`config.mk`:
```
export PLATFORM = sky130hd
export DESIGN_NAME = hex_array_text_decoder
export DESIGN_NICKNAME = d
export VERILOG_FILES = /design/src/rtl/hatd_pkg.sv /design/src/rtl/hex_array_text_decoder.sv /design/src/rtl/hatd_front.sv /design/src/rtl/hatd_fifo.sv /design/src/rtl/hatd_back.sv
export SDC_FILE = /design/constraint.sdc
export NUM_CORES = 1
export LEC_CHECK = 0
export ABC_CLOCK_PERIOD_IN_PS = 3650
export BUFFER_PORTS_ARGS = -buffer_cell sky130_fd_sc_hd__clkbuf_2
export CORE_ASPECT_RATIO = 1.2
export CORE_MARGIN = 4
export CORE_UTILIZATION = 40
export CTS_BUF_LIST = sky130_fd_sc_hd__clkbuf_8
export CTS_CLUSTER_DIAMETER = 200
export DETAILED_ROUTE_END_ITERATION = 6
export PLACE_DENSITY_LB_ADDON = 0.1
export SETUP_SLACK_MARGIN = 0.3
export SYNTH_ARGS = -nofsm -noshare
export SYNTH_HDL_FRONTEND = slang
export SYNTH_HIERARCHICAL = 1
export SYNTH_SLANG_ARGS = --single-unit
```
`constraint.sdc`:
```
create_clock -name clk -period 3.65 [get_ports clk]
set_clock_uncertainty 0.1 [all_clocks]
set_input_delay 0.365 -clock clk [delete_from_list [all_inputs] [get_ports clk]]
set_output_delay 0.365 -clock clk [all_outputs]
set_load 0.005 [all_outputs]
```
`src/rtl/hatd_pkg.sv`:
```
// ----------------------------------------------------------------------------
// hatd_pkg
// shared types, constants and helper functions of the hex array text decoder
// ----------------------------------------------------------------------------
package hatd_pkg;

  localparam int unsigned CMD_QUEUE_DEPTH = 4;
  localparam int unsigned NAME_LEN        = 7;

  localparam logic [7:0] CH_OPEN  = 8'h7B;  // '{'
  localparam logic [7:0] CH_CLOSE = 8'h7D;  // '}'
  localparam logic [7:0] CH_ZERO  = 8'h30;  // '0'
  localparam logic [7:0] CH_X_LO  = 8'h78;  // 'x'
  localparam logic [7:0] CH_X_UP  = 8'h58;  // 'X'
  localparam logic [7:0] CH_UNDER = 8'h5F;  // '_'
  localparam logic [4:0] HEX_NONE = 5'd16;

  typedef enum logic [2:0] {
    PH_NAME = 3'd0,
    PH_OPEN = 3'd1,
    PH_SCAN = 3'd2,
    PH_ZERO = 3'd3,
    PH_HEX1 = 3'd4,
    PH_HEX2 = 3'd5,
    PH_DONE = 3'd6
  } phase_t;

  typedef struct packed {
    logic [7:0] text_char;
    logic       last_char;
  } in_item_t;

  typedef struct packed {
    logic [7:0] data_byte;
    logic       is_report;
    logic       close_found;
    logic       result_last;
  } out_item_t;

  // work left for the back end by one character
  typedef struct packed {
    logic       has_byte;
    logic [7:0] data_byte;
    logic       has_report;
    logic       close_found;
  } cmd_t;

  // characters of "_data[]"
  function automatic logic [7:0] name_char(input logic [2:0] idx);
    logic [7:0] ch;
    case (idx)
      3'd0:    ch = 8'h5F;  // '_'
      3'd1:    ch = 8'h64;  // 'd'
      3'd2:    ch = 8'h61;  // 'a'
      3'd3:    ch = 8'h74;  // 't'
      3'd4:    ch = 8'h61;  // 'a'
      3'd5:    ch = 8'h5B;  // '['
      3'd6:    ch = 8'h5D;  // ']'
      default: ch = 8'h00;
    endcase
    return ch;
  endfunction

  // hex digit value, HEX_NONE when not a digit
  function automatic logic [4:0] hex_value(input logic [7:0] c);
    logic [4:0] v;
    if (c >= 8'h30 && c <= 8'h39) begin
      v = {1'b0, c[3:0]};
    end else if ((c >= 8'h61 && c <= 8'h66) || (c >= 8'h41 && c <= 8'h46)) begin
      v = 5'd9 + {2'b00, c[2:0]};
    end else begin
      v = HEX_NONE;
    end
    return v;
  endfunction

  // phase after a character seen while scanning
  function automatic phase_t scan_phase(input logic [7:0] c);
    phase_t p;
    if (c == CH_CLOSE) begin
      p = PH_DONE;
    end else if (c == CH_ZERO) begin
      p = PH_ZERO;
    end else begin
      p = PH_SCAN;
    end
    return p;
  endfunction

endpackage

```
`src/rtl/hex_array_text_decoder.sv`:
```
// ----------------------------------------------------------------------------
// hex_array_text_decoder
// recovers the bytes of a hex array from header text, one character a cycle
// ----------------------------------------------------------------------------
// The block takes one text character per clock. It looks for the first
// "_data[]", then the next '{', and from there up to the first '}' decodes
// every 0x/0X token with two hex digits into one data result. A character
// marked last also yields a report result whose close_found flag says whether
// the closing brace was seen; bytes are only valid if that flag is 1. The
// parser front end accepts a character on every cycle in which full is low;
// full rises only when the command queue (DEPTH entries) is backed up by a
// stalled consumer. While the consumer pops every cycle, the result stage
// emits one result per cycle; a last character that also completes a byte
// yields a data result followed by a report result. A result passes through
// the command queue and the output register to reach the result port.
// ----------------------------------------------------------------------------
module hex_array_text_decoder
  import hatd_pkg::*;
#(
  parameter int unsigned DEPTH = CMD_QUEUE_DEPTH
) (
  input  logic      clk,
  input  logic      rst,
  // character side
  input  logic      push,
  output logic      full,
  input  in_item_t  item,
  // result side
  output logic      empty,
  input  logic      pop,
  output out_item_t result
);

  // parser to queue
  logic q_wr;
  cmd_t q_wr_cmd;
  logic q_full;

  // queue to result stage
  logic q_rd;
  cmd_t q_rd_cmd;
  logic q_empty;

  assign full = q_full;

  // front end: name/brace/token tracking, one character per transaction
  hatd_front u_front (
    .clk    (clk),
    .rst    (rst),
    .push   (push),
    .item   (item),
    .q_full (q_full),
    .q_wr   (q_wr),
    .q_cmd  (q_wr_cmd)
  );

  // decouples the parser from a stalled consumer
  hatd_fifo #(
    .DEPTH (DEPTH)
  ) u_fifo (
    .clk     (clk),
    .rst     (rst),
    .wr      (q_wr),
    .wr_data (q_wr_cmd),
    .rd      (q_rd),
    .rd_data (q_rd_cmd),
    .full    (q_full),
    .empty   (q_empty)
  );

  // back end: byte and report results through an output register
  hatd_back u_back (
    .clk     (clk),
    .rst     (rst),
    .q_cmd   (q_rd_cmd),
    .q_empty (q_empty),
    .q_rd    (q_rd),
    .pop     (pop),
    .empty   (empty),
    .result  (result)
  );

endmodule

```
`src/rtl/hatd_front.sv`:
```
// ----------------------------------------------------------------------------
// hatd_front
// character parser: tracks the name, brace and token state, issues commands
// ----------------------------------------------------------------------------
module hatd_front
  import hatd_pkg::*;
(
  input  logic     clk,
  input  logic     rst,
  input  logic     push,
  input  in_item_t item,
  input  logic     q_full,
  output logic     q_wr,
  output cmd_t     q_cmd
);

  phase_t     phase, phase_next;
  logic [2:0] name_match_count, name_match_count_next;
  logic [3:0] high_nibble, high_nibble_next;
  phase_t     ph_c;
  logic [2:0] cnt_c;
  logic [3:0] hn_c;
  logic       byte_ok;
  logic [7:0] byte_val;
  logic [4:0] hv;
  logic [2:0] idx;
  logic [7:0] c;
  logic       accept;

  assign c      = item.text_char;
  assign accept = push && !q_full;
  assign hv     = hex_value(c);

  always_comb begin
    ph_c     = phase;
    cnt_c    = name_match_count;
    hn_c     = high_nibble;
    byte_ok  = 1'b0;
    byte_val = {high_nibble, hv[3:0]};
    idx      = (name_match_count >= 3'(NAME_LEN)) ? 3'd0 : name_match_count;
    case (phase)
      PH_OPEN: begin
        if (c == CH_OPEN) ph_c = PH_SCAN;
      end
      PH_SCAN: begin
        ph_c = scan_phase(c);
      end
      PH_ZERO: begin
        if (c == CH_X_LO || c == CH_X_UP) ph_c = PH_HEX1;
        else ph_c = scan_phase(c);
      end
      PH_HEX1: begin
        if (hv != HEX_NONE) begin
          hn_c = hv[3:0];
          ph_c = PH_HEX2;
        end else begin
          ph_c = scan_phase(c);
        end
      end
      PH_HEX2: begin
        if (hv != HEX_NONE) begin
          byte_ok = 1'b1;
          ph_c    = PH_SCAN;
        end else begin
          ph_c = scan_phase(c);
        end
      end
      PH_DONE: begin
        ph_c = PH_DONE;
      end
      default: begin
        ph_c = PH_NAME;
        if (c == name_char(idx)) begin
          if (idx == 3'(NAME_LEN - 1)) begin
            cnt_c = 3'd0;
            ph_c  = PH_OPEN;
          end else begin
            cnt_c = idx + 3'd1;
          end
        end else begin
          cnt_c = (c == CH_UNDER) ? 3'd1 : 3'd0;
        end
      end
    endcase

    // end of text: back to the start state for the next text
    if (item.last_char) begin
      phase_next            = PH_NAME;
      name_match_count_next = 3'd0;
      high_nibble_next      = 4'd0;
    end else begin
      phase_next            = ph_c;
      name_match_count_next = cnt_c;
      high_nibble_next      = hn_c;
    end

    q_cmd.has_byte    = byte_ok;
    q_cmd.data_byte   = byte_val;
    q_cmd.has_report  = item.last_char;
    q_cmd.close_found = (ph_c == PH_DONE);
    q_wr              = accept && (byte_ok || item.last_char);
  end

  always_ff @(posedge clk) begin
    if (rst) begin
      phase            <= PH_NAME;
      name_match_count <= 3'd0;
      high_nibble      <= 4'd0;
    end else if (accept) begin
      phase            <= phase_next;
      name_match_count <= name_match_count_next;
      high_nibble      <= high_nibble_next;
    end
  end

endmodule

```
`src/rtl/hatd_fifo.sv`:
```
// ----------------------------------------------------------------------------
// hatd_fifo
// short command queue between the parser and the result stage
// ----------------------------------------------------------------------------
module hatd_fifo
  import hatd_pkg::*;
#(
  parameter int unsigned DEPTH = CMD_QUEUE_DEPTH
) (
  input  logic clk,
  input  logic rst,
  input  logic wr,
  input  cmd_t wr_data,
  input  logic rd,
  output cmd_t rd_data,
  output logic full,
  output logic empty
);

  localparam int unsigned PTR_W = (DEPTH > 1) ? $clog2(DEPTH) : 1;
  localparam int unsigned CNT_W = $clog2(DEPTH + 1);

  cmd_t             mem [DEPTH];
  logic [PTR_W-1:0] wr_ptr, rd_ptr;
  logic [CNT_W-1:0] count;
  logic             do_wr, do_rd;

  assign full    = (count == CNT_W'(DEPTH));
  assign empty   = (count == '0);
  assign do_wr   = wr && !full;
  assign do_rd   = rd && !empty;
  assign rd_data = mem[rd_ptr];

  always_ff @(posedge clk) begin
    if (do_wr) mem[wr_ptr] <= wr_data;
  end

  always_ff @(posedge clk) begin
    if (rst) begin
      wr_ptr <= '0;
      rd_ptr <= '0;
      count  <= '0;
    end else begin
      if (do_wr) wr_ptr <= (wr_ptr == PTR_W'(DEPTH - 1)) ? '0 : wr_ptr + 1'b1;
      if (do_rd) rd_ptr <= (rd_ptr == PTR_W'(DEPTH - 1)) ? '0 : rd_ptr + 1'b1;
      if (do_wr && !do_rd) count <= count + 1'b1;
      else if (do_rd && !do_wr) count <= count - 1'b1;
    end
  end

`ifndef SYNTHESIS
  a_count_range: assert property (@(posedge clk) disable iff (rst)
    count <= CNT_W'(DEPTH))
    else $error("queue count above depth");
  a_wr_grows: assert property (@(posedge clk) disable iff (rst)
    (do_wr && !do_rd) |=> (count == $past(count) + 1'b1))
    else $error("queue count not advanced on write");
  a_ptr_gap: assert property (@(posedge clk) disable iff (rst)
    (empty || full) |-> (wr_ptr == rd_ptr))
    else $error("queue pointers out of step with count");
`endif

endmodule

```
`src/rtl/hatd_back.sv`:
```
// ----------------------------------------------------------------------------
// hatd_back
// result stage: expands queued commands into one or two result items
// ----------------------------------------------------------------------------
module hatd_back
  import hatd_pkg::*;
(
  input  logic      clk,
  input  logic      rst,
  input  cmd_t      q_cmd,
  input  logic      q_empty,
  output logic      q_rd,
  input  logic      pop,
  output logic      empty,
  output out_item_t result
);

  logic      out_valid;
  out_item_t out_reg;
  logic      rep_pend;
  logic      rep_close;
  logic      load;

  assign empty  = !out_valid;
  assign result = out_reg;
  assign load   = !out_valid || pop;
  assign q_rd   = load && !rep_pend && !q_empty;

  always_ff @(posedge clk) begin
    if (rst) begin
      out_valid <= 1'b0;
      rep_pend  <= 1'b0;
    end else if (load) begin
      if (rep_pend) begin
        out_valid <= 1'b1;
        rep_pend  <= 1'b0;
      end else if (!q_empty) begin
        out_valid <= 1'b1;
        rep_pend  <= q_cmd.has_byte && q_cmd.has_report;
      end else begin
        out_valid <= 1'b0;
      end
    end
  end

  always_ff @(posedge clk) begin
    if (load) begin
      if (rep_pend) begin
        out_reg <= '{data_byte: 8'h00, is_report: 1'b1, close_found: rep_close,
                     result_last: 1'b1};
      end else if (q_cmd.has_byte) begin
        out_reg <= '{data_byte: q_cmd.data_byte, is_report: 1'b0, close_found: 1'b0,
                     result_last: !q_cmd.has_report};
      end else begin
        out_reg <= '{data_byte: 8'h00, is_report: 1'b1,
                     close_found: q_cmd.close_found, result_last: 1'b1};
      end
      if (!rep_pend) rep_close <= q_cmd.close_found;
    end
  end

`ifndef SYNTHESIS
  a_report_shape: assert property (@(posedge clk) disable iff (rst)
    (out_valid && out_reg.is_report) |-> (out_reg.data_byte == 8'h00 && out_reg.result_last))
    else $error("report item with data or without last mark");
  a_byte_no_close: assert property (@(posedge clk) disable iff (rst)
    (out_valid && !out_reg.is_report) |-> !out_reg.close_found)
    else $error("data item carries close flag");
  a_pend_held: assert property (@(posedge clk) disable iff (rst)
    rep_pend |-> (out_valid && !out_reg.is_report && !out_reg.result_last))
    else $error("pending report without its data byte in front");
`endif

endmodule
```
# After elaboration in Yosys (flattened, before gate mapping)
# Memory sizes are Yosys's and may differ from the RTL's. A register that Yosys moved wholly into a read port is not among the register bits.
# Index checks and enable logic that the tools add are counted.
totals:
  out_inout_bits: 13
  n_memories: 1
  regBits: 31
  latchBits: 0
  ramBits: 44
  word_cells: 127
  rom_bits: 0
mem_list:
  columns: ["name", "depth", "word_bits", "rd", "rd_clocked_by_memory_dff", "wr", "line", "rtl"]
  rows:
  - ["u_fifo.mem", 4, 11, 1, 1, 1, "hatd_fifo.sv:23", "cmd_t mem [DEPTH];"]
classes:
  multipliers: 0
  order_cmp: 7
  shift: 0
  add_sub_neg: 6
  n_eq_ne: 25
  n_mux: 39
  div: 0
  n_bitwise: 2
  reduce_logical: 34
op_table:
  columns: ["cell", "n"]
  rows:
  - ["two-way mux 3 bit", 15]
  - ["one-hot mux 7 bit (6 select lines)", 1]
  - ["equality test 8 x 7 -> 1 bit, second input constant", 5]
  - ["equality test 3 bit, second input constant", 8]
  - ["one-hot mux 3 bit (6 select lines)", 1]
  - ["greater-or-equal comparator 8 x 7 -> 1 bit, second input constant", 2]
  - ["<= comparator 8 x 7 -> 1 bit, second input constant", 2]
  - ["equality test 3 x 2 -> 1 bit, second input constant", 4]
  - ["logical AND 1 bit", 12]
  - ["two-way mux 4 bit", 3]
  - ["two-way mux 1 bit", 11]
  - ["two-way mux 2 bit", 5]
  - ["two-way mux 5 bit", 2]
  - ["equality test 8 x 6 -> 1 bit, second input constant", 1]
  - ["equality test 8 bit", 1]
  - ["greater-or-equal comparator 8 x 6 -> 1 bit, second input constant", 1]
  - ["<= comparator 8 x 6 -> 1 bit, second input constant", 1]
  - ["two-way mux 8 bit", 1]
  - ["zero test 1 bit", 7]
  - ["adder 3 x 1 -> 3 bit, second input constant", 2]
  - ["equality test 3 x 1 -> 1 bit, second input constant", 2]
  - ["zero test 3 bit", 2]
  - ["nonzero test 2 bit", 3]
  - ["OR reduction 6 bit", 1]
  - ["12 further kinds", 20]

# Depth between registers and ports, before layout
# Gate-level depths: netlist of the first run.
depth:
  depth_word: 15
  ltp_mapped: 16
  depth_no_buf: 16

# Hierarchy
# The synthesis of the first run kept the hierarchy.
modules_own_cells:
  columns: ["mod", "cells_per_inst", "instances", "area_each_um2", "seq_area_each_um2"]
  rows:
  - ["hatd_fifo", 107, 1, 2073.2, 1501.4]
  - ["hatd_front", 155, 1, 1178.6, 200.2]
  - ["hatd_back", 36, 1, 556.8, 400.4]

# Least setup slack after synthesis of the first run
# Ideal clock, no wire load.
synth_timing:
  kind: "input to register"
  startpoint: "input item[2] (netlist name)"
  endpoint: "register u_fifo.count[2]"
  cell_stages: 16
  required_ps: 3480
  t_arrival_ps: 3114
  slack_ps: 366
  path_cell_list: "inv_1 > ha_1 > nor3b_1 > nand4bb_1 > and2_1 > nor2_1 > nor2_1 > nor2_1 > inv_1 > nor2_2 > ha_1 > inv_1 > fa_1 > xor2_1 > or3_2 > a21oi_1"
synth_between:
  elab_chain_cells: 14
synth_rtl:
  columns: ["element", "line", "rtl"]
  rows:
  - ["from (decl)", "hex_array_text_decoder.sv:27", "input in_item_t item,"]
  - ["greater-or-equal comparator 8 x 7 -> 1 bit / <= comparator 8 x 7 -> 1 bit (equally long branches)", "hatd_pkg.sv:69", "end else if ((c >= 8'h61 && c <= 8'h66) || (c >= 8'h41 && c <= 8'h46)) begin"]
  - ["logical AND 1 bit", "hatd_pkg.sv:69", null]
  - ["logical OR 1 bit", "hatd_pkg.sv:69", null]
  - ["two-way mux 5 bit", "hatd_pkg.sv:69", null]
  - ["two-way mux 5 bit *", "hatd_pkg.sv:67", "if (c >= 8'h30 && c <= 8'h39) begin"]
  - ["inequality test 5 bit *", "hatd_front.sv:61", "if (hv != HEX_NONE) begin"]
  - ["two-way mux 1 bit *", "hatd_front.sv:61", null]
  - ["two-way mux 1 bit *", "hatd_front.sv:41", "case (phase)"]
  - ["via u_front.byte_ok", "hatd_front.sv:23", "logic byte_ok;"]
  - ["logical OR 1 bit *", "hatd_front.sv:101", "q_wr = accept && (byte_ok || item.last_char);"]
  - ["logical AND 1 bit *", "hatd_front.sv:101", null]
  - ["via q_wr", "hex_array_text_decoder.sv:35", "logic q_wr;"]
  - ["logical AND 1 bit *", "hatd_fifo.sv:30", "assign do_wr = wr && !full;"]
  - ["via u_fifo.do_wr", "hatd_fifo.sv:26", "logic do_wr, do_rd;"]
  - ["zero test 1 bit", "hatd_fifo.sv:47", "else if (do_rd && !do_wr) count <= count - 1'b1;"]
  - ["logical AND 1 bit", "hatd_fifo.sv:47", null]
  - ["nonzero test 2 bit (no line)", null, null]
  - ["to (signal assigned)", "hatd_fifo.sv:46", "if (do_wr && !do_rd) count <= count + 1'b1;"]
  - ["to (signal assigned)", "hatd_fifo.sv:47", null]
  - ["to (decl)", "hatd_fifo.sv:25", "logic [CNT_W-1:0] count;"]
# Mark *: on every way through the listed nets, which the timed path passes. The rest lies on a longest branch.
# A chain may end at the register's enable or synchronous reset.

# Worst setup path in the final report of the first run
layout_timing:
  startpoint: "register u_fifo.count[0]"
  endpoint: "register u_fifo.count[2]"
layout_between:
  elab_chain_cells: 8
layout_rtl:
  columns: ["element", "line", "rtl"]
  rows:
  - ["equality test 3 bit *", "hatd_fifo.sv:28", "assign full = (count == CNT_W'(DEPTH));"]
  - ["zero test 1 bit *", "hatd_front.sv:31", "assign accept = push && !q_full;"]
  - ["logical AND 1 bit *", "hatd_front.sv:31", null]
  - ["logical AND 1 bit *", "hatd_front.sv:101", null]
  - ["via q_wr", "hex_array_text_decoder.sv:35", null]
  - ["logical AND 1 bit *", "hatd_fifo.sv:30", null]
  - ["via u_fifo.do_wr", "hatd_fifo.sv:26", null]
  - ["zero test 1 bit", "hatd_fifo.sv:47", null]
  - ["logical AND 1 bit", "hatd_fifo.sv:47", null]
  - ["nonzero test 2 bit (no line)", null, null]
# Mark *: on every way through the listed nets, which the timed path passes. The rest lies on a longest branch. The select of a mux whose other input is x is not followed.

==> results of run 1 <==
## critical path, cell delays in order, from the launching register on
cell      delay, ps
dfxtp_1         450
or3b_1          320
clkinv_4        100
or2b_2          350
nor2_1          150
inv_1            80
nor2_2          150
ha_1            190
inv_1            60
fa_1            370
xor2_1          160
or3_2           400
a21oi_1         140
## power by group through the flow
| stage | Combinational (mW) | Sequential, mW | Clock [mW] |
|---|---|---|---|
| CTS | 0.536 | 1.13 | 0.594 |
| floorplan | 0.384 | 1.14 | 0 |
| detailed placement | 0.534 | 1.15 | 0 |
| global route | 0.585 | 1.14 | 0.624 |
| global placement | 0.532 | 1.15 | 0 |
| finish | 0.524 | 1.12 | 0.567 |
## per-stage QoR
| stage | hold slack (ps) | setup WS, ps | utilization | total power, mW | instances |
|---|---|---|---|---|---|
| after floorplan | 334 | 366 | - | 1.53 | 298 |
| after global placement | 382 | 207 | 0.436 | 1.68 | 431 |
| after detailed placement | 387 | 132 | 0.436 | 1.68 | 431 |
| after CTS | 220 | 498 | 0.455 | 2.26 | 447 |
| after global routing | 244 | 309 | 0.455 | 2.35 | 447 |
| final | 240 | 556 | 0.455 | 2.22 | 447 |
## flip-flops by register name, indices dropped and copies added (netlist names), named ones only
signal,cells
u_back/out_valid,1
u_front/phase,3
u_back/rep_pend,1
u_back/rep_close,1
u_front/high_nibble,4
u_front/name_match_count,3
u_fifo/wr_ptr,2
u_fifo/rd_ptr,2
u_back/result,11
u_fifo/count,3
u_fifo/mem,44
## metal layers
layer  global-route usage  vias to the layer above
met4               0.0496                        0
met2                0.233                       31
met5                    0                        -
li1                     -                     1168
met3               0.0285                        8
met1                0.157                     1122
## cell type report
class	instances	area [um^2]	share of cell area
clock buffers	9	124	0.0296
clock inverters	7	51.3	0.0123
inverters	19	76.3	0.0183
multi-input cells	186	1520	0.364
flip-flops and latches	77	2100	0.503
well taps	120	150	0.0359
repair buffers	29	155	0.0371
## worst paths after layout
path,startpoint,to,cells past startpoint
worst max register to register,u_fifo/count[0],u_fifo/count[2],12
worst min-delay path,pop,u_back/rep_pend,3
worst max-delay path,u_fifo/count[0],u_fifo/count[2],12
worst min register to register,u_fifo/rd_ptr[0],flop,2
## placed cells by master, fill, tap and decap left out, types with 3 or more instances in the layout
| master | Yosys | layout |
|---|---|---|
| nor3_1 | 7 | 7 |
| nor3b_1 | 3 | 3 |
| a22oi_1 | 4 | 4 |
| xnor2_1 | 5 | 5 |
| and3_2 | 4 | 4 |
| dfxtp_1 | 21 | 21 |
| clkinvlp_4 | 0 | 4 |
| nor2_1 | 26 | 25 |
| a31oi_1 | 5 | 5 |
| inv_1 | 18 | 17 |
| mux4_2 | 11 | 11 |
| mux2i_1 | 4 | 4 |
| clkbuf_2 | 0 | 24 |
| buf_4 | 3 | 4 |
| ha_1 | 11 | 11 |
| and2_1 | 10 | 10 |
| nor2b_1 | 3 | 3 |
| nand2_1 | 13 | 13 |
| edfxtp_1 | 56 | 56 |
| a21oi_1 | 10 | 10 |
| nand3_1 | 7 | 7 |
| o21ai_0 | 7 | 7 |
| clkbuf_8 | 2 | 9 |
| a32oi_1 | 3 | 3 |
## kinds of logic (layout without fill, tap and decap cells)
logic type	Yosys count	in the layout	share of synthesized area
buffers and inverters	35	64	0.0496
multiplexers	15	15	0.0756
adder cells (fa/ha/maj)	12	12	0.0414
AO/OA/AOI/OAI	55	55	0.114
XOR/XNOR	7	7	0.0161
AND/OR/NAND/NOR	97	97	0.151
flip-flops	77	77	0.552
==> metrics.csv, run 1 <==
stage,metric,value,unit
synthesis,"top cells by count, synth","56 x edfxtp_1, 26 x nor2_1, 21 x dfxtp_1",
pwr,sw power,0.650,mW
synthesis,Area contributors post-synth,"edfxtp_1 44%, dfxtp_1 11%, mux4_2 6.5%",
synthesis,Syn Inst Count,298,
pwr,Gate power share,0.237,
synthesis,Synth Cell Area,3810,um^2
drt,final wirelength,6.95,mm
sta,Max Fclk,323,MHz
floorplanning,I/O pins,26,
floorplanning,Core Area,9180,um^2
final_layout,fill count,860,
placement,placed inst area,4000,um^2
clock_network,CTS Hold Bufs,0,
clock_network,Root Buffer,clkbuf_8,
drt,post-route ant nets,0,
drt,WL met1,3.14,mm
floorplanning,Starting Density,0.415,
clock_network,Longest Clk Path Bufs,2,
pwr,sw frac,0.293,
pwr,P per Cell Area,530,nW/um^2
drt,Top Layer Used,met4,
synthesis,Synth Net Count,323,
clock_network,TritonCTS clock tree,built,
floorplanning,Die Ht,115,um
clock_network,# Post-CTS Setup Buffers,0,
sta,Setup Viol. Count Final,0,
grt,Overflow after GRT,0,
drt,initial DRC count,86,
setup_path,Critical Path Source Type,flop,
synthesis,Async SR Flop Fraction,0,
sta,RSZ-0062 raised after global routing,false,
final_layout,NumNets Final,347,
floorplanning,chip width,97.1,um
grt,largest net degree at the start of global routing,26,
synthesis,synthesized flop and latch total,77,
job,max cap viols,0,
sta,final worst path period share,0.848,
placement,DPL Wire Length,4.90,mm
final_layout,share of cells above drive strength 1,0.235,
min_path,worst hold path type,in2reg,
sta,fin. max-slew vios,0,
pwr,maximum vdd ir drop,224,uV
drt,DRC errors left,0,
pwr,Reg power frac,0.508,
clock_network,Worst-path clk slew,80,ps
drt,drt first pass iters,4,
status,run status,completed,
sta,Slew HR,0.594,
setup_path,crit path max fanout,7,
floorplanning,Die ar.,11200,um^2
final_layout,# diodes,0,
final_layout,area added between synthesis and finish,9.72,%
setup_path,Crit. End Element,flop,
drt,routed length per instance,15.6,um
floorplanning,# rows,38,
synthesis,Synth Flop Type,edfxtp_1,
drt,Via Count,2329,
setup_path,Critical Path RT,3810,ps
drt,DR WL met3,156,um
grt,initial antenna violation count,0,
placement,RePlAce Congestion,0.839,
synthesis,"EDFF count, synth",56,
pwr,Static Leak,1.50,nW
grt,first-pass GRT wire length,11.6,mm
final_layout,Final Cell Area,4180,um^2
setup_path,CP arrival,3260,ps
sta,pin slew with the least headroom to its limit,603,ps
synthesis,mean post-synth cell area,12.8,um^2
clock_network,cts bufs inserted,9,
synthesis,Synth cell types,67,
setup_path,critical path class,reg2reg,
synthesis,"area leader, netlist",edfxtp_1,
setup_path,R2R Setup Slk,560,ps
clock_network,Worst-Skew Late Latency,340,ps
pwr,Int Pwr,1.57,mW
sta,final hold violations,0,
drt,post-DR vias/cell,5.21,
clock_network,# clock sinks,77,
synthesis,top cell type's share of synthesized area,0.442,
synthesis,"count leader, synth",edfxtp_1,
sta,min cycle time layout,3090,ps
clock_network,H-tree levels,3,
grt,vias in the first global route,2333,
clock_network,PostCTS Resize Cnt,0,
sta,TNS Setup,0,ps
drt,met2 routed WL,3.54,mm
pwr,Clk network pwr share,0.256,
synthesis,sequential share of the synthesized area,0.552,
placement,Buffers on Ports,25,
grt,GR Util All Layers,0.131,
synthesis,Ys Warns,6,
Power figures use the tool's default switching activity.
==> run 2, diff against run 1 <==
Settings changed: ABC_AREA set to 1, ABC_CLOCK_PERIOD_IN_PS 3650 to 2800.
Clock period 3.65 ns to 2.8 ns, I/O delays scaled along.
==> run 2 against run 1 <==
- non-clock buffer count increased by 28
- sequential cell count did not move
- highest routed layer unchanged
- largest cell class unchanged
- combinational power up 130%
- synthesized cell count increased by 45%
- total power is 61% higher
- largest power group unchanged
- cell area grew 14%
- utilization grew 4.5 points
- sequential share of layout area down 6.1 points
- synthesized area rose by 2.2%
- clock-buffer cell count rose by 1
- first-iteration DRC count rose by 42%
- global-route usage increased by 1.7 points
==> metrics.csv, run 2 <==
stage,metric,value,unit,change
status,run status,completed,,
drt,routed length per instance,13.1,um,-16%
sta,fin. max-slew vios,0,,unchanged
synthesis,Synth Flop Type,edfxtp_1,,
grt,largest net degree at the start of global routing,23,,-12%
final_layout,final core occ,0.500,,+0.0449
drt,Via Count,3012,,+29%
clock_network,H-tree levels,3,,unchanged
clock_network,Longest Clk Path Bufs,2,,unchanged
synthesis,top cell type's share of synthesized area,0.432,,-0.00965
floorplanning,I/O pins,26,,unchanged
drt,DRC errors left,0,,unchanged
min_path,worst hold path type,in2reg,,
placement,DPL Wire Length,5.81,mm,+19%
drt,post-DR vias/cell,4.87,,-6.5%
synthesis,Ys Warns,6,,unchanged
grt,GR Util All Layers,0.149,,+0.0175
synthesis,synthesized flop and latch total,77,,unchanged
final_layout,NumNets Final,515,,+48%
sta,Max Fclk,417,MHz,
floorplanning,chip width,98.1,um,+1.0%
clock_network,Worst-path clk slew,80,ps,about the same
floorplanning,Die Ht,116,um,+1.0%
pwr,P per Cell Area,747,nW/um^2,+41%
synthesis,mean post-synth cell area,8.99,um^2,-30%
synthesis,Synth Cell Area,3890,um^2,+2.2%
placement,RePlAce Congestion,0.803,,-4.2%
setup_path,critical path class,in2reg,,
sta,min cycle time layout,2400,ps,
final_layout,# diodes,0,,unchanged
synthesis,"area leader, netlist",edfxtp_1,,
clock_network,Root Buffer,clkbuf_8,,
setup_path,"delay-heaviest family, CP",simple AND/OR/NAND/NOR gates,,
setup_path,CP arrival,2550,ps,-710 ps
clock_network,cts bufs inserted,9,,unchanged
floorplanning,Starting Density,0.409,,-0.00585
sta,final hold violations,0,,unchanged
clock_network,Worst-Skew Late Latency,350,ps,about the same
sta,final hold slack,102,ps,-138 ps
clock_network,CTS Hold Bufs,0,,unchanged
clock_network,TritonCTS clock tree,built,,
drt,post-route ant nets,0,,unchanged
final_layout,Largest register FFs,44,,unchanged
sta,Slew HR,0.649,,+0.0548
setup_path,Critical Path Source Type,primary input,,
final_layout,"commonest non-fill, non-tap cell in the layout",nand2_1,,
synthesis,"top cells by count, synth","72 x nand2_1, 70 x nor2_1, 56 x edfxtp_1",,
clock_network,# clock sinks,77,,unchanged
synthesis,Area contributors post-synth,"edfxtp_1 43%, dfxtp_1 11%, nand2_1 6.9%",,
synthesis,sequential share of the synthesized area,0.540,,-0.0121
final_layout,Largest Register,u_fifo/mem,,
drt,drt first pass iters,4,,unchanged
setup_path,Crit path top cell by count,nor2_4,,
placement,Buffers on Ports,25,,unchanged
sta,final worst path period share,0.857,,
setup_path,CP cell instances,"buf_4, buf_4, ha_4, a21oi_2, nand2_4, nand3_2, nand3_2, nor2_2, nand2_2, inv_2, nor2_4, nor2_4, nor2_4, nand2_4, inv_4, ha_4, inv_4, fa_2, o21ai_1, nor2_1",,
grt,initial antenna violation count,0,,unchanged
floorplanning,# rows,39,,+2.6%
synthesis,"count leader, synth",nand2_1,,
job,max cap viols,0,,unchanged
pwr,maximum vdd ir drop,343,uV,+53%
grt,Overflow after GRT,0,,unchanged
synthesis,Syn Inst Count,433,,+45%
floorplanning,Core Area,9520,um^2,+3.7%
setup_path,Buf/Inv on CP,5,,+2
synthesis,"EDFF count, synth",56,,unchanged
pwr,Static Leak,2.02,nW,+35%
pwr,total power,3.56,mW,+61%
setup_path,critical path's slowest cell,fa_2,,
sta,pin slew with the least headroom to its limit,521,ps,-81.4 ps
grt,vias in the first global route,2827,,+21%
sta,TNS Setup,0,ps,unchanged
final_layout,"commonest non-fill, non-tap cells in the layout","65 x nand2_1, 63 x nor2_1, 56 x edfxtp_1",,
grt,first-pass GRT wire length,13.4,mm,+15%
setup_path,Critical Path RT,2950,ps,-860 ps
drt,final wirelength,8.08,mm,+16%
final_layout,share of cells above drive strength 1,0.271,,+0.0352
final_layout,area added between synthesis and finish,22.3,%,
synthesis,Synth Net Count,458,,+42%
setup_path,Crit. End Element,flop,,
synthesis,Synth cell types,34,,-49%
setup_path,crit-path max cell delay,420,ps,-30 ps
sta,RSZ-0062 raised after global routing,true,,
sta,Setup Viol. Count Final,0,,unchanged
synthesis,Async SR Flop Fraction,0,,unchanged
setup_path,crit path max fanout,5,,-2
floorplanning,Die ar.,11400,um^2,+2.1%
drt,initial DRC count,122,,+42%
-- run 2: path summary, 6_finish.rpt --
| check | start | end | slack, ps | cells after the start |
|---|---|---|---|---|
| worst max-delay path | item[1] | u_fifo/count[1] | 400 | 20 |
| worst min-delay path | pop | u_back/rep_pend | 100 | 4 |
| worst min register to register | u_front/phase[0] | u_front/phase[0] | 400 | 2 |
| worst max register to register | u_front/phase[0] | u_fifo/count[2] | 530 | 16 |
-- run 2: layout make-up --
type | instances | area, um^2
Fill cell | 949 | 4750
Sequential cell | 77 | 2100
Multi-Input combinational cell | 284 | 1670
Timing Repair Buffer | 57 | 395
Inverter | 61 | 244
Tap cell | 123 | 154
Clock buffer | 10 | 138
Clock inverter | 6 | 56.3
-- run 2: kinds of logic (layout without fill, tap and decap cells) --
| kind of cell | Yosys count | in the layout | share of synthesized area |
|---|---|---|---|
| AND/OR/NAND/NOR | 203 | 203 | 0.243 |
| adder cells (fa/ha/maj) | 12 | 12 | 0.0405 |
| AO/OA/AOI/OAI | 67 | 67 | 0.0945 |
| flip-flops | 77 | 77 | 0.540 |
| XOR/XNOR | 2 | 2 | 0.00450 |
| buffers and inverters | 72 | 134 | 0.0781 |
-- run 2: what timing repair did --
action                     in CTS  in global routing
setup buffers                   0                 10
gates cloned                    0                  0
pin swaps                       1                 22
resized for setup               0                 38
setup endpoints to repair       2                 13
-- run 2: through the flow --
stage	instance area [um^2]	setup slack, ps	std cells
6_report	4760	401	618
3_5_place_dp	4370	-97.2	592
3_3_place_gp	4370	-5.19	592
4_1_cts	4560	308	608
2_1_floorplan	3990	141	433
5_1_grt	4760	258	618
-- run 2: worst reg2reg max path, delay by kind of cell (launching register included) --
family        cells  cell delay, ps
buf+inv           4             190
flops             1             370
fa+ha+maj         2             510
simple gates     10            1030
-- run 2: routing by layer --
metal | track usage | part of all wire | up-vias
met5 | 0 | 0 | -
met4 | 0.0693 | 0.022 | 0
met3 | 0.0313 | 0.028 | 15
met2 | 0.268 | 0.51 | 57
met1 | 0.169 | 0.44 | 1396
li1 | - | - | 1544
-- run 2: report_power, final --
group	switching, mW	total (mW)	internal (mW)	leakage (nW)
clock	0.396	0.824	0.428	0.109
sequential	0.0837	1.52	1.43	0.722
combinational	0.751	1.22	0.467	1.19
total	1.23	3.56	2.33	2.02
==> run 3, diff against run 2 <==
Settings changed: ABC_AREA 1 to unset, CORE_ASPECT_RATIO 1.2 to unset, CORE_MARGIN 4 to 2.
==> run 3 against run 2 <==
- cell area down 1.6%
- worst hold slack better by 59 ps
- sequential share of layout area up 0.75 points
- sequential power down 5%
- total power down 9.0%
- critical endpoint is now u_fifo/count[2]
==> metrics.csv, run 3 (synthesis gave the netlist of run 1 again) <==
stage,metric,value,unit,change
status,run status,completed,,
sta,final worst path period share,0.942,,+0.0852
placement,RePlAce Congestion,0.782,,-2.6%
placement,Place WS,-301,ps,-204 ps
setup_path,CP cell instances,"buf_8, clkinvlp_4, ha_4, buf_6, nor3b_2, nand4bb_1, and2_4, nor2_4, nor2_2, nor2_2, inv_2, nor2_2, ha_2, inv_2, fa_2, xor2_1, or3_4, a21oi_2",,
final_layout,final core occ,0.507,,+0.00692
drt,drt first pass iters,4,,unchanged
pwr,P per Cell Area,691,nW/um^2,-7.5%
floorplanning,# rows,35,,-10%
final_layout,"commonest non-fill, non-tap cell in the layout",edfxtp_1,,
drt,final wirelength,7.47,mm,-7.6%
floorplanning,I/O pins,26,,unchanged
grt,vias in the first global route,2527,,-11%
final_layout,Largest register FFs,44,,unchanged
clock_network,Longest Clk Path Bufs,2,,unchanged
drt,post-route ant nets,0,,unchanged
pwr,sw frac,0.272,,-0.0737
pwr,Reg power frac,0.447,,+0.021
sta,TNS Setup,0,ps,unchanged
setup_path,"delay-heaviest family, CP",simple AND/OR/NAND/NOR gates,,
setup_path,cells on worst reg2reg path,12,,-4
pwr,Static Leak,1.79,nW,-12%
sta,final hold violations,0,,unchanged
final_layout,area added between synthesis and finish,23.1,%,
clock_network,Root Buffer,clkbuf_8,,
clock_network,TritonCTS clock tree,built,,
pwr,maximum vdd ir drop,314,uV,-8.5%
setup_path,r2r startpoint,u_fifo/count[2],,
sta,pin slew with the least headroom to its limit,659,ps,+138 ps
setup_path,Critical Path Source Type,primary input,,
setup_path,R2R Setup Slk,220,ps,-310 ps
pwr,Int Pwr,2.36,mW,+1.3%
sta,Slew HR,0.556,,-0.0931
drt,post-DR vias/cell,5.14,,+5.4%
setup_path,critical path class,in2reg,,
sta,min cycle time layout,2640,ps,+238 ps
min_path,hold_sp,pop,,
setup_path,Crit. End Element,flop,,
final_layout,# diodes,0,,unchanged
pwr,Clk network pwr share,0.277,,+0.045
clock_network,# clock sinks,77,,unchanged
grt,Overflow after GRT,0,,unchanged
sta,worst setup margin,162,ps,-238 ps
min_path,worst hold endpoint,u_back/rep_pend,,
clock_network,CTS Hold Bufs,0,,unchanged
drt,DRC errors left,0,,unchanged
grt,first-pass GRT wire length,12.4,mm,-7.4%
job,max cap viols,0,,unchanged
final_layout,Largest Register,u_fifo/mem,,
placement,DP Cell Count,472,,-20%
setup_path,CP arrival,2800,ps,+250 ps
drt,routed length per instance,14.8,um,+14%
setup_path,RR Endpoint,u_fifo/count[2],,
floorplanning,Die ar.,10300,um^2,-9.4%
floorplanning,chip width,102,um,+3.6%
grt,initial antenna violation count,0,,unchanged
floorplanning,Core Area,9240,um^2,-2.9%
drt,Via Count,2584,,-14%
clock_network,cts bufs inserted,9,,unchanged
final_layout,Final Instance Count excl. Fillers,503,,-19%
setup_path,crit path max fanout,4,,-1
setup_path,crit-path max cell delay,330,ps,-90 ps
placement,DPL Wire Length,5.22,mm,-10%
placement,Buffers on Ports,25,,unchanged
pwr,total power,3.24,mW,-9.0%
sta,RSZ-0062 raised after global routing,true,,
final_layout,share of cells above drive strength 1,0.374,,+0.104
min_path,worst hold path type,in2reg,,
grt,largest net degree at the start of global routing,26,,+13%
sta,Max Fclk,379,MHz,-9.0%
sta,fin. max-slew vios,0,,unchanged
final_layout,"commonest non-fill, non-tap cells in the layout","56 x edfxtp_1, 47 x buf_4, 23 x clkbuf_2, 23 x nor2_1, 19 x dfxtp_1",,
setup_path,critical path's slowest cell,or3_4,,
final_layout,NumNets Final,394,,-23%
setup_path,Crit path top cell by count,nor2_2,,
grt,GR Util All Layers,0.156,,+0.00780
pwr,Gate power share,0.276,,-0.066
floorplanning,Starting Density,0.412,,+0.00298
sta,Setup Viol. Count Final,0,,unchanged
drt,initial DRC count,50,,-59%
min_path,Hold Crit Depth,3,,-1
setup_path,Critical Path RT,2960,ps,about the same
clock_network,Worst-path clk slew,80,ps,about the same
pwr,sw power,0.881,mW,-28%
floorplanning,Die Ht,102,um,-12%
clock_network,H-tree levels,3,,unchanged
clock_network,Worst-Skew Late Latency,340,ps,about the same
setup_path,Buf/Inv on CP,5,,unchanged
==> run 3: cell types whose count changed in the layout (fill, tap and decap cells not counted), moves of 11 or more <==
cell	before	now
inv_1	50	16
o21ai_1	20	0
nand2_1	65	13
nand2_2	13	0
nand3_1	22	7
mux4_2	0	11
buf_4	31	47
nor2_1	63	23
==> run 3: per-stage QoR <==
| step | cell area [um^2] | hold slack [ps] |
|---|---|---|
| after global routing | 4690 | 168 |
| after detailed placement | 4290 | 401 |
| after CTS | 4630 | 151 |
| after global placement | 4290 | 383 |
| after floorplan | 3840 | 249 |
| final | 4690 | 161 |
==> run 3: worst max-delay path by stage <==
stage,slack (ps),start,depth (start not counted),end
floorplan,-200,item[2],16,u_fifo/count[2]
global placement,-270,item[2],17,u_fifo/count[2]
detailed placement,-300,item[2],17,u_fifo/count[2]
CTS,190,item[2],18,u_fifo/count[2]
global route,30,item[2],18,u_fifo/count[2]
finish,160,item[2],18,u_fifo/count[2]
==> run 3: layout make-up <==
class,count,area [um^2]
fillers,829,4550
flip-flops and latches,77,2100
multi-input cells,186,1590
repair buffers,76,542
well taps,129,161
clock buffers,9,124
clock inverters,7,88.8
inverters,19,80.1
==> run 3: power groups by stage <==
stage | logic [mW] | registers [mW] | clock network [mW]
6_report | 0.893 | 1.45 | 0.898
5_1_grt | 0.999 | 1.46 | 0.964
4_1_cts | 0.892 | 1.45 | 0.925
3_5_place_dp | 0.834 | 1.48 | 0
2_1_floorplan | 0.521 | 1.49 | 0
3_3_place_gp | 0.832 | 1.47 | 0
==> run 3: timing repair <==
action | CTS | global route
pin swaps | 10 | 4
cloned | 0 | 0
buffers inserted | 12 | 3
resized for setup | 12 | 9
hold endpoints to repair | 0 | 0
endpoints found under the setup margin | 2 | 5
==> run 3: worst min-delay path: stages <==
cell       delay [ps]
clkbuf_2           80
nand4bb_1         130
o41ai_2            70
==> run 3: per-layer routing <==
layer / vias up / part of all wire / GRT usage
met5: - / 0 / 0
met4: 0 / 0.022 / 0.0603
met3: 16 / 0.025 / 0.0331
met2: 40 / 0.49 / 0.263
met1: 1267 / 0.47 / 0.198
li1: 1261 / - / -
